**src/sv/rsl_pkg.sv**
```systemverilog
// ----------------------------------------------------------------------------
// rsl_pkg: shared types and constants for the route slug locator
// Word formats of the byte and result channels, character codes, status codes.
// ----------------------------------------------------------------------------
package rsl_pkg;

  localparam int POS_W            = 10;
  localparam int MAX_PATH_LEN_DEF = 1024;
  localparam int DEPTH_BITS_DEF   = 8;

  localparam logic [7:0] CHAR_BSLASH = 8'h5C;
  localparam logic [7:0] CHAR_LBRACE = 8'h7B;
  localparam logic [7:0] CHAR_COLON  = 8'h3A;
  localparam logic [7:0] CHAR_RBRACE = 8'h7D;

  typedef enum logic [1:0] {
    ST_EMPTY      = 2'd0,
    ST_FOUND      = 2'd1,
    ST_INCOMPLETE = 2'd2
  } status_t;

  typedef struct packed {
    logic [7:0] path_byte;
    logic       last_byte;
  } byte_t;

  typedef struct packed {
    status_t          status;
    logic [POS_W-1:0] slug_begin;
    logic [POS_W-1:0] slug_len;
    logic             has_pattern;
    logic [POS_W-1:0] pattern_begin;
    logic [POS_W-1:0] pattern_span;
  } result_t;

endpackage

```
**src/sv/route_slug_locator_top.sv**
```systemverilog
// ----------------------------------------------------------------------------
// route_slug_locator_top: locate the first brace slug in a route path
// Scans path bytes, tracks escapes and brace depth, reports one result word
// on the byte flagged last.
// ----------------------------------------------------------------------------
//  channel  | signals                          | word
//  ---------+----------------------------------+-------------------------------
//  byte     | byte_valid, byte_ready, byte_data     | rsl_pkg::byte_t
//  result   | result_valid, result_ready, result_data | rsl_pkg::result_t
//  cfg      | cfg_valid, cfg_ready, cfg_data        | start_offset, 10 bit
//
// One byte word per cycle. The scan state updates in the cycle the byte is
// taken; a last byte loads the result register and clears the scan state.
// A byte is taken while the result register is empty or being drained.
// Reset clears the scan state, start_offset and the result valid flag.
// cfg_ready is always high.
// ----------------------------------------------------------------------------
module route_slug_locator_top #(
  parameter int MAX_PATH_LEN = rsl_pkg::MAX_PATH_LEN_DEF,
  parameter int DEPTH_BITS   = rsl_pkg::DEPTH_BITS_DEF
) (
  input  logic                      clk,
  input  logic                      rst,
  input  logic                      byte_valid,
  output logic                      byte_ready,
  input  rsl_pkg::byte_t            byte_data,
  output logic                      result_valid,
  input  logic                      result_ready,
  output rsl_pkg::result_t          result_data,
  input  logic                      cfg_valid,
  output logic                      cfg_ready,
  input  logic [rsl_pkg::POS_W-1:0] cfg_data
);

  localparam int PCW   = $clog2(MAX_PATH_LEN + 1);
  localparam int CMP_W = (PCW > rsl_pkg::POS_W) ? PCW : rsl_pkg::POS_W;
  localparam int PW    = rsl_pkg::POS_W;

  localparam logic [CMP_W-1:0] MAX_POS = CMP_W'(MAX_PATH_LEN);
  localparam logic signed [DEPTH_BITS-1:0] DEPTH_MAX =
    {1'b0, {(DEPTH_BITS-1){1'b1}}};
  localparam logic signed [DEPTH_BITS-1:0] DEPTH_MIN =
    {1'b1, {(DEPTH_BITS-1){1'b0}}};
  localparam logic signed [DEPTH_BITS-1:0] DEPTH_ONE = DEPTH_BITS'(1);

  logic [PW-1:0]                start_offset;

  logic [PCW-1:0]               byte_position, byte_position_next;
  logic                         escape_pending, escape_pending_next;
  logic signed [DEPTH_BITS-1:0] brace_depth, brace_depth_next;
  logic                         depth_overflow, depth_overflow_next;
  logic                         slug_closed, slug_closed_next;
  logic [PW-1:0]                begin_position, begin_position_next;
  logic [PW-1:0]                end_position, end_position_next;
  logic                         pattern_seen, pattern_seen_next;
  logic [PW-1:0]                pattern_position, pattern_position_next;

  logic                         take;
  logic [CMP_W-1:0]             pos_ext;
  logic [PW-1:0]                pos_low;
  logic                         in_range;
  logic                         scan_en;
  logic [7:0]                   c;
  rsl_pkg::result_t             result_next;

  assign cfg_ready  = 1'b1;
  assign byte_ready = !result_valid || result_ready;
  assign take       = byte_valid && byte_ready;

  assign c        = byte_data.path_byte;
  assign pos_ext  = CMP_W'(byte_position);
  assign pos_low  = pos_ext[PW-1:0];
  assign in_range = pos_ext < MAX_POS;
  assign scan_en  = in_range && (pos_ext >= CMP_W'(start_offset))
                    && !slug_closed && !depth_overflow;

  always_comb begin
    byte_position_next    = in_range ? byte_position + PCW'(1) : byte_position;
    escape_pending_next   = escape_pending;
    brace_depth_next      = brace_depth;
    depth_overflow_next   = depth_overflow;
    slug_closed_next      = slug_closed;
    begin_position_next   = begin_position;
    end_position_next     = end_position;
    pattern_seen_next     = pattern_seen;
    pattern_position_next = pattern_position;

    if (scan_en) begin
      if (escape_pending) begin
        escape_pending_next = 1'b0;
      end else if (c == rsl_pkg::CHAR_BSLASH) begin
        escape_pending_next = 1'b1;
      end else if (brace_depth == '0 && c == rsl_pkg::CHAR_LBRACE) begin
        begin_position_next = pos_low + PW'(1);
        brace_depth_next    = DEPTH_ONE;
      end else if (brace_depth == DEPTH_ONE && c == rsl_pkg::CHAR_COLON) begin
        pattern_position_next = pos_low + PW'(1);
        pattern_seen_next     = 1'b1;
      end else if (brace_depth == DEPTH_ONE && c == rsl_pkg::CHAR_RBRACE) begin
        end_position_next = pos_low;
        slug_closed_next  = 1'b1;
        brace_depth_next  = '0;
      end else if (c == rsl_pkg::CHAR_LBRACE) begin
        // saturate at the signed limits and flag it
        if (brace_depth == DEPTH_MAX) begin
          depth_overflow_next = 1'b1;
        end else begin
          brace_depth_next = brace_depth + DEPTH_ONE;
        end
      end else if (c == rsl_pkg::CHAR_RBRACE) begin
        if (brace_depth == DEPTH_MIN) begin
          depth_overflow_next = 1'b1;
        end else begin
          brace_depth_next = brace_depth - DEPTH_ONE;
        end
      end
    end
  end

  always_comb begin
    result_next = '0;
    if (depth_overflow_next) begin
      result_next.status = rsl_pkg::ST_INCOMPLETE;
    end else if (slug_closed_next) begin
      result_next.status     = rsl_pkg::ST_FOUND;
      result_next.slug_begin = begin_position_next;
      result_next.slug_len   = end_position_next - begin_position_next;
      if (pattern_seen_next) begin
        result_next.has_pattern   = 1'b1;
        result_next.pattern_begin = pattern_position_next;
        result_next.pattern_span  = end_position_next - pattern_position_next;
      end
    end else if (brace_depth_next != '0) begin
      result_next.status = rsl_pkg::ST_INCOMPLETE;
    end
  end

  always_ff @(posedge clk) begin
    if (rst) begin
      start_offset <= '0;
    end else if (cfg_valid && cfg_ready) begin
      start_offset <= cfg_data;
    end
  end

  // scan state: advance on each byte, drop back to reset after the last one
  always_ff @(posedge clk) begin
    if (rst || (take && byte_data.last_byte)) begin
      byte_position    <= '0;
      escape_pending   <= 1'b0;
      brace_depth      <= '0;
      depth_overflow   <= 1'b0;
      slug_closed      <= 1'b0;
      begin_position   <= '0;
      end_position     <= '0;
      pattern_seen     <= 1'b0;
      pattern_position <= '0;
    end else if (take) begin
      byte_position    <= byte_position_next;
      escape_pending   <= escape_pending_next;
      brace_depth      <= brace_depth_next;
      depth_overflow   <= depth_overflow_next;
      slug_closed      <= slug_closed_next;
      begin_position   <= begin_position_next;
      end_position     <= end_position_next;
      pattern_seen     <= pattern_seen_next;
      pattern_position <= pattern_position_next;
    end
  end

  always_ff @(posedge clk) begin
    if (rst) begin
      result_valid <= 1'b0;
    end else if (take && byte_data.last_byte) begin
      result_valid <= 1'b1;
    end else if (result_ready) begin
      result_valid <= 1'b0;
    end
  end

  always_ff @(posedge clk) begin
    if (take && byte_data.last_byte) begin
      result_data <= result_next;
    end
  end

endmodule

```
**config.mk**
```make
export PLATFORM = sky130hd
export DESIGN_NAME = route_slug_locator_top
export DESIGN_NICKNAME = d
export VERILOG_FILES = /design/src/sv/rsl_pkg.sv /design/src/sv/route_slug_locator_top.sv
export SDC_FILE = /design/constraint.sdc
export NUM_CORES = 1
export LEC_CHECK = 0
export ABC_AREA = 0
export ABC_CLOCK_PERIOD_IN_PS = 6250
export BUFFER_PORTS_ARGS = -buffer_cell sky130_fd_sc_hd__clkbuf_2
export CAP_MARGIN = 40
export CORE_MARGIN = 1
export CORE_UTILIZATION = 60
export DETAILED_ROUTE_END_ITERATION = 8
export GPL_ROUTABILITY_DRIVEN = 1
export GPL_TIMING_DRIVEN = 0
export MAX_ROUTING_LAYER = met4
export PLACE_DENSITY = 0.82
export RECOVER_POWER = 50
export SYNTH_ARGS = -nofsm -noshare
export SYNTH_HDL_FRONTEND = slang
export SYNTH_SLANG_ARGS = --single-unit
```
**constraint.sdc**
```tcl
create_clock -name clk -period 6.25 [get_ports clk]
set_input_delay 0.3125 -clock clk [delete_from_list [all_inputs] [get_ports clk]]
set_output_delay 0.3125 -clock clk [all_outputs]
set_load 0.02 [all_outputs]
```
==> qor.csv, run 1 <==
metric,value,unit
numPortBuffers,67,
drive_gt1_share,10.6,%
syn_avg_cell_area,9.23,um2
totalWireLength,15.3,mm
layout_commonest_cell,nor2_1,
grt_setup_unrepaired,false,
critPathArrivalTime,5160,ps
antenna_cells,0,
tightestPinTransition,2300,ps
synth_nets,720,
fmax,199,MHz
cts.hold.buffers_added,0,
cp-start-kind,flop,
vdd_drop_max,0.152,mV
status,"complete, but fails checks",
hp-class,primary input to flop,
cts_sinks,107,
final_util,68.8,%
yosysSeqAreaShare,42.0,%
h-tree-depth,3,
setup.worst_path.class,flop to flop,
slowest_stage,a211oi_4,
r2r-end,result_data[29]$_SDFFCE_PP0P_,
cpLargestDelayFamily,compound AO/OA/AOI/OAI gates,
row_count,36,
crit_chain,ha_1 > nand3_1 > nor3b_2 > nand3_2 > a211oi_4 > clkbuf_1 > mux2i_1 > ha_1 > inv_1 > fa_1 > o21ai_1 > a21oi_1 > a221oi_1 > xor2_1 > nor2_1,
synth_edf_count,43,
grt.total_usage,31.0,%
dp_hpwl,11.6,mm
finalSetupTns,0,ps
place.gp.congestion,0.920,
wl_per_cell,17.4,um
fin_crit_sh,80.6,%
cp.required,6370,ps
period_needed,5030,ps
yosys_warnings,0,
drt-initial-drc-count,397,
areaGrowthSynthToFinish,10.4,%
firstDrtPassIters,6,
max_stage_delay,600,ps
rrSetupSlack,1220,ps
num-fill-cells,787,
hold_violations,0,
cts_tree,yes,
drc,0,
worstRegToRegCells,15,
violations,"capacitance limit, slew limit",
grt_max_degree,45,
multi_input_area,3320,um2
coreArea,9820,um2
hold_depth,2,
grt_pass1_wl,24.4,mm
maxSlewHeadroom,-53.4,%
setup_viol,0,
worstSetupEndpointType,flop,
fin_area,6760,um2
antenna_found_initial,0,
numCtsBuffers,9,
initial_core_util,62.3,%
crit_buf_inv,2,
dieArea,10600,um2
ys.flop_type,dfxtp_1,
worstPathMaxFanout,10,
synth_cells,663,
placed_cell_area,6620,um2
power.density,208,nW/um2
die_w,103,um
crit_top_cell,ha_1,
nets,799,
finalClockSkew,14.5,ps
cts_resized,0,
ys_seq_elements,107,
post_drt_via_cell_ratio,6.01,
leakage,2.47,nW
vias,5286,
post_cts_buffers,0,
async_reset_ff_share,0,%
synth_cell_types,72,
clk_pin_slew,110,ps
clk_latency,380,ps
synthesis.area,6120,um2
min-delay-start,rst,
ios,70,
drtAntennaViolNets,0,
hold-path-endpoint,result_valid$_SDFFE_PP0P_,
seq_area,2570,um2
overflow,0,
slew_viol_final,44,
die_y,103,um
grt_pass1_vias,4996,
max-cap-violations,1,
ctsRootBufferMaster,clkbuf_8,
clock_path_buffers,2,
layout_common_cells,"nor2_1, clkbuf_1, dfxtp_1, edfxtp_1, a21oi_1",
worstReg2RegStart,byte_position[8]$_SDFFE_PP0P_,
==> sequential cells by signal, summed over array words and instances, names as in the netlist <==
register and count:
result_data 43, byte_position 11, begin_position 10, end_position 10
pattern_position 10, start_offset 10, brace_depth 8, depth_overflow 1
escape_pending 1, pattern_seen 1, result_valid 1, slug_closed 1
==> through the flow <==
stage                     instances  power, W  worst slack, ps  hold WS (ps)
after floorplan                 663  0.000936             2120           382
after global placement          863  0.000989             1580           439
after detailed placement        863   0.00100             1360           448
after CTS                       879   0.00140             1290           103
after global routing            880   0.00145              917           120
final                           880   0.00140             1220           111
==> where the power goes <==
| part | total, W | internal [W] | switching [W] |
|---|---|---|---|
| registers | 0.000758 | 0.000746 | 0.0000115 |
| clock network | 0.000415 | 0.000152 | 0.000263 |
| logic | 0.000230 | 0.0000833 | 0.000147 |
==> layout make-up <==
| type | instances | share of cell area (%) |
|---|---|---|
| Multi-Input combinational cell | 504 | 49.2 |
| Sequential cell | 107 | 38.1 |
| Timing Repair Buffer | 68 | 4.18 |
| Tap cell | 133 | 2.46 |
| Buffer | 32 | 2.20 |
| Clock buffer | 9 | 1.83 |
| Inverter | 20 | 1.11 |
| Clock inverter | 7 | 0.944 |
==> worst max path at each step <==
stage / startpoint / to / slack, ps / cells past startpoint
2_1_floorplan: byte_position[9]$_SDFFE_PP0P_ / result_data[9]$_SDFFCE_PP0P_ / 2120 / 16
3_3_place_gp: byte_position[8]$_SDFFE_PP0P_ / result_data[29]$_SDFFCE_PP0P_ / 1580 / 15
3_5_place_dp: byte_position[8]$_SDFFE_PP0P_ / result_data[29]$_SDFFCE_PP0P_ / 1360 / 15
4_1_cts: byte_position[8]$_SDFFE_PP0P_ / result_data[29]$_SDFFCE_PP0P_ / 1290 / 15
5_1_grt: byte_position[0]$_SDFFE_PP0P_ / result_data[29]$_SDFFCE_PP0P_ / 920 / 16
6_report: byte_position[8]$_SDFFE_PP0P_ / result_data[29]$_SDFFCE_PP0P_ / 1220 / 15
==> cells in the mapped netlist (6+ instances only) <==
cell,n,area [um2]
o211ai_1,6,45.0
clkbuf_1,22,82.6
xor2_1,18,158
nor3_1,25,125
edfxtp_1,43,1290
a21oi_1,42,210
and3_1,10,62.6
nand2_1,39,146
ha_1,31,388
xnor2_1,13,114
mux2_2,9,101
nand3_1,20,100
mux2i_1,34,340
nor2_1,130,488
o21ai_0,20,100
o21a_1,9,67.6
dfxtp_1,64,1280
inv_1,20,75.1
a211oi_1,17,128
and2_1,8,50.1
==> per-layer routing <==
metal	share of wire, %	GRT usage [%]	vias to the layer above
met5	0	-	-
met4	2.3	12.7	0
met3	7.2	3.25	39
met2	47	48.9	237
met1	43	40.9	2502
li1	-	-	2508
==> cells by family (layout without fill, tap and decap cells) <==
family	count (synthesis)	in the layout	share of synthesized area, %
other cells	1	1	0.0613
fa+ha+maj	35	35	7.40
mux	45	45	7.83
compound gates	126	126	14.1
buf+inv	52	136	3.66
flops	107	107	42.0
simple gates	266	266	20.5
xor+xnor	31	31	4.44
Power figures use the tool's default switching activity.
==> inputs of run 2 (changes only) <==
--- a/config.mk
+++ b/config.mk
@@ -6,16 +6,16 @@
 export NUM_CORES = 1
 export LEC_CHECK = 0
 export ABC_AREA = 0
-export ABC_CLOCK_PERIOD_IN_PS = 6250
+export ABC_CLOCK_PERIOD_IN_PS = 5140
 export BUFFER_PORTS_ARGS = -buffer_cell sky130_fd_sc_hd__clkbuf_2
 export CAP_MARGIN = 40
 export CORE_MARGIN = 1
-export CORE_UTILIZATION = 60
+export CORE_UTILIZATION = 59
 export DETAILED_ROUTE_END_ITERATION = 8
 export GPL_ROUTABILITY_DRIVEN = 1
 export GPL_TIMING_DRIVEN = 0
 export MAX_ROUTING_LAYER = met4
-export PLACE_DENSITY = 0.82
+export PLACE_DENSITY = 0.8
 export RECOVER_POWER = 50
 export SYNTH_ARGS = -nofsm -noshare
 export SYNTH_HDL_FRONTEND = slang
==> constraint.sdc (replaced) <==
create_clock -name clk -period 5.14 [get_ports clk]
set_input_delay 0.257 -clock clk [delete_from_list [all_inputs] [get_ports clk]]
set_output_delay 0.257 -clock clk [all_outputs]
set_load 0.02 [all_outputs]
==> run 2 against run 1 <==
  * The run still ends with capacitance limit, slew limit left
  * Cell count is the same
  * First-iteration DRC count grew 5.0%
  * Utilization shrank 0.22 points
  * Setup slack lost 860 ps
  * Register-to-register slack lost 860 ps
  * Critical path depth is the same
  * Global-route usage shrank 2.1 points
  * Non-clock buffer count is the same
  * Combinational power grew 20%
  * Clock skew grew 9.0 ps
  * Design area grew 0.59%
  * Total power grew 27%
  * Largest power group unchanged
==> qor.csv, run 2 (synthesis results as in run 1) <==
metric,value,unit,change
layout_commonest_cell,nor2_1,,
row_count,36,,unchanged
vdd_drop_max,0.215,mV,+42%
reg_top3,"result_data (43), byte_position (11)",,
numCtsBuffers,9,,unchanged
tightestPinTransition,2290,ps,-10.2 ps
critPathArrivalTime,4910,ps,-250 ps
grt_pass1_vias,4975,,-0.42%
coreArea,9910,um2,+0.92%
max-cap-violations,1,,unchanged
power.density,261,nW/um2,+26%
busiest_layer,met2,,
areaGrowthSynthToFinish,11.1,%,
worstSetupEndpointType,flop,,
crit_buf_inv,2,,unchanged
overflow,0,,unchanged
grtUsageMet1,37.7,%,-3.2 points
dpl_worst_slack,321,ps,-1030 ps
grt_use_met2,46.7,%,-2.3 points
layout_common_cells,"nor2_1, clkbuf_1, dfxtp_1, edfxtp_1, a21oi_1",,
cp-start-kind,flop,,
final_cells,880,,unchanged
layout_setup_ws,357,ps,-858 ps
period_needed,4780,ps,-252 ps
status,"complete, but fails checks",,
drc,0,,unchanged
grt_setup_unrepaired,false,,
hold_depth,2,,unchanged
worstPathMaxFanout,10,,unchanged
wl_per_cell,17.1,um,-1.8%
vias,5197,,-1.7%
setup_viol,0,,unchanged
fin_crit_sh,93.1,%,+12 points
crit_chain,ha_1 > nand3_1 > nor3b_2 > nand3_2 > a211oi_4 > clkbuf_2 > mux2i_1 > ha_1 > inv_1 > fa_1 > o21ai_1 > a21oi_1 > a221oi_1 > xor2_1 > nor2_1,,
leakage,2.50,nW,+1.2%
hold-path-endpoint,result_valid$_SDFFE_PP0P_,,
grt.total_usage,28.9,%,-2.1 points
min-delay-start,rst,,
finalClockSkew,23.5,ps,+9.01 ps
cts_tree,yes,,
ios,70,,unchanged
largest_register_ffs,43,,unchanged
ctsRootBufferMaster,clkbuf_8,,
cts_resized,0,,unchanged
firstDrtPassIters,5,,-1
clock_path_buffers,2,,unchanged
worstRegToRegCells,15,,unchanged
slew_viol_final,43,,-2.3%
numPortBuffers,67,,unchanged
violations,"capacitance limit, slew limit",,
drt-initial-drc-count,417,,+5.0%
die_y,104,um,+0.83%
p_total,0.00178,W,+27%
worstReg2RegStart,byte_position[8]$_SDFFE_PP0P_,,
dp_hpwl,11.2,mm,-3.2%
cp.required,5270,ps,-1100 ps
max_stage_delay,620,ps,+20 ps
dieArea,10800,um2,+1.7%
post_drt_via_cell_ratio,5.91,,-1.7%
setup.worst_path.class,flop to flop,,
grt.met3_usage,3.76,%,+0.51 points
place.gp.congestion,0.917,,-0.30%
finalSetupTns,0,ps,unchanged
multi_input_area,3320,um2,unchanged
clk_pin_slew,120,ps,about the same
antenna_cells,0,,unchanged
cpLargestDelayFamily,compound AO/OA/AOI/OAI gates,,
seq_area,2570,um2,unchanged
rrSetupSlack,360,ps,-860 ps
totalWireLength,15.0,mm,-1.8%
slowest_stage,a211oi_4,,
antenna_found_initial,0,,unchanged
final_util,68.6,%,-0.22 points
hold_violations,0,,unchanged
initial_core_util,61.8,%,-0.57 points
fmax,209,MHz,+5.3%
post_cts_buffers,0,,unchanged
h-tree-depth,3,,unchanged
drive_gt1_share,10.8,%,+0.27 points
maxSlewHeadroom,-52.7,%,+0.68 points
place_inst,863,,unchanged
drtAntennaViolNets,0,,unchanged
nets,799,,unchanged
r2r-end,result_data[29]$_SDFFCE_PP0P_,,
grt_max_degree,45,,unchanged
cts_sinks,107,,unchanged
crit_top_cell,ha_1,,
top_register,result_data,,
hp-class,primary input to flop,,
cts.hold.buffers_added,0,,unchanged
num-fill-cells,827,,+5.1%
grt_pass1_wl,24.4,mm,about the same
clk_latency,380,ps,about the same
die_w,104,um,+0.83%
==> run 2: cell types whose count changed in the layout (fill, tap and decap cells not counted), sizes merged <==
cell | previous run | this run
bufinv | 0 | 1
clkinvlp | 2 | 0
clkinv | 3 | 2
inv | 22 | 24
==> run 2: cell type report <==
class / instances / share of cell area, %
buffer: 32 / 2.21
clock buffer: 9 / 1.82
timing repair buffer: 68 / 4.16
sequential: 107 / 37.8
tap: 133 / 2.45
multi-input combinational: 504 / 48.9
inverter: 20 / 1.10
clock inverter: 7 / 1.51
==> run 2: through the flow <==
step | hold slack [ps] | area (um2)
floorplan | 326 | 6120
global placement | 440 | 6620
detailed placement | 446 | 6620
CTS | 52.7 | 6850
global route | 50.5 | 6800
finish | 48.2 | 6800
==> run 2: routing by layer <==
| metal | wire (um) | up-vias | part of all wire (%) |
|---|---|---|---|
| met5 | 0 | - | 0 |
| met4 | 336 | 0 | 2.2 |
| met3 | 999 | 31 | 6.6 |
| met2 | 7150 | 189 | 48 |
| met1 | 6560 | 2474 | 44 |
| li1 | - | 2503 | - |
==> run 2: power breakdown <==
group	total (W)	internal (W)	switching, W
clock network	0.000578	0.000246	0.000333
logic	0.000276	0.000101	0.000174
registers	0.000921	0.000907	0.0000142
total	0.00178	0.00125	0.000521
==> run 2: worst max-delay path by stage <==
stage                                        from                       endpoint  cells past startpoint
detailed placement  byte_position[8]$_SDFFE_PP0P_  result_data[29]$_SDFFCE_PP0P_                     15
CTS                 byte_position[8]$_SDFFE_PP0P_  result_data[29]$_SDFFCE_PP0P_                     15
global placement    byte_position[8]$_SDFFE_PP0P_  result_data[29]$_SDFFCE_PP0P_                     15
global route        byte_position[0]$_SDFFE_PP0P_  result_data[29]$_SDFFCE_PP0P_                     16
floorplan           byte_position[9]$_SDFFE_PP0P_   result_data[9]$_SDFFCE_PP0P_                     16
finish              byte_position[8]$_SDFFE_PP0P_  result_data[29]$_SDFFCE_PP0P_                     15
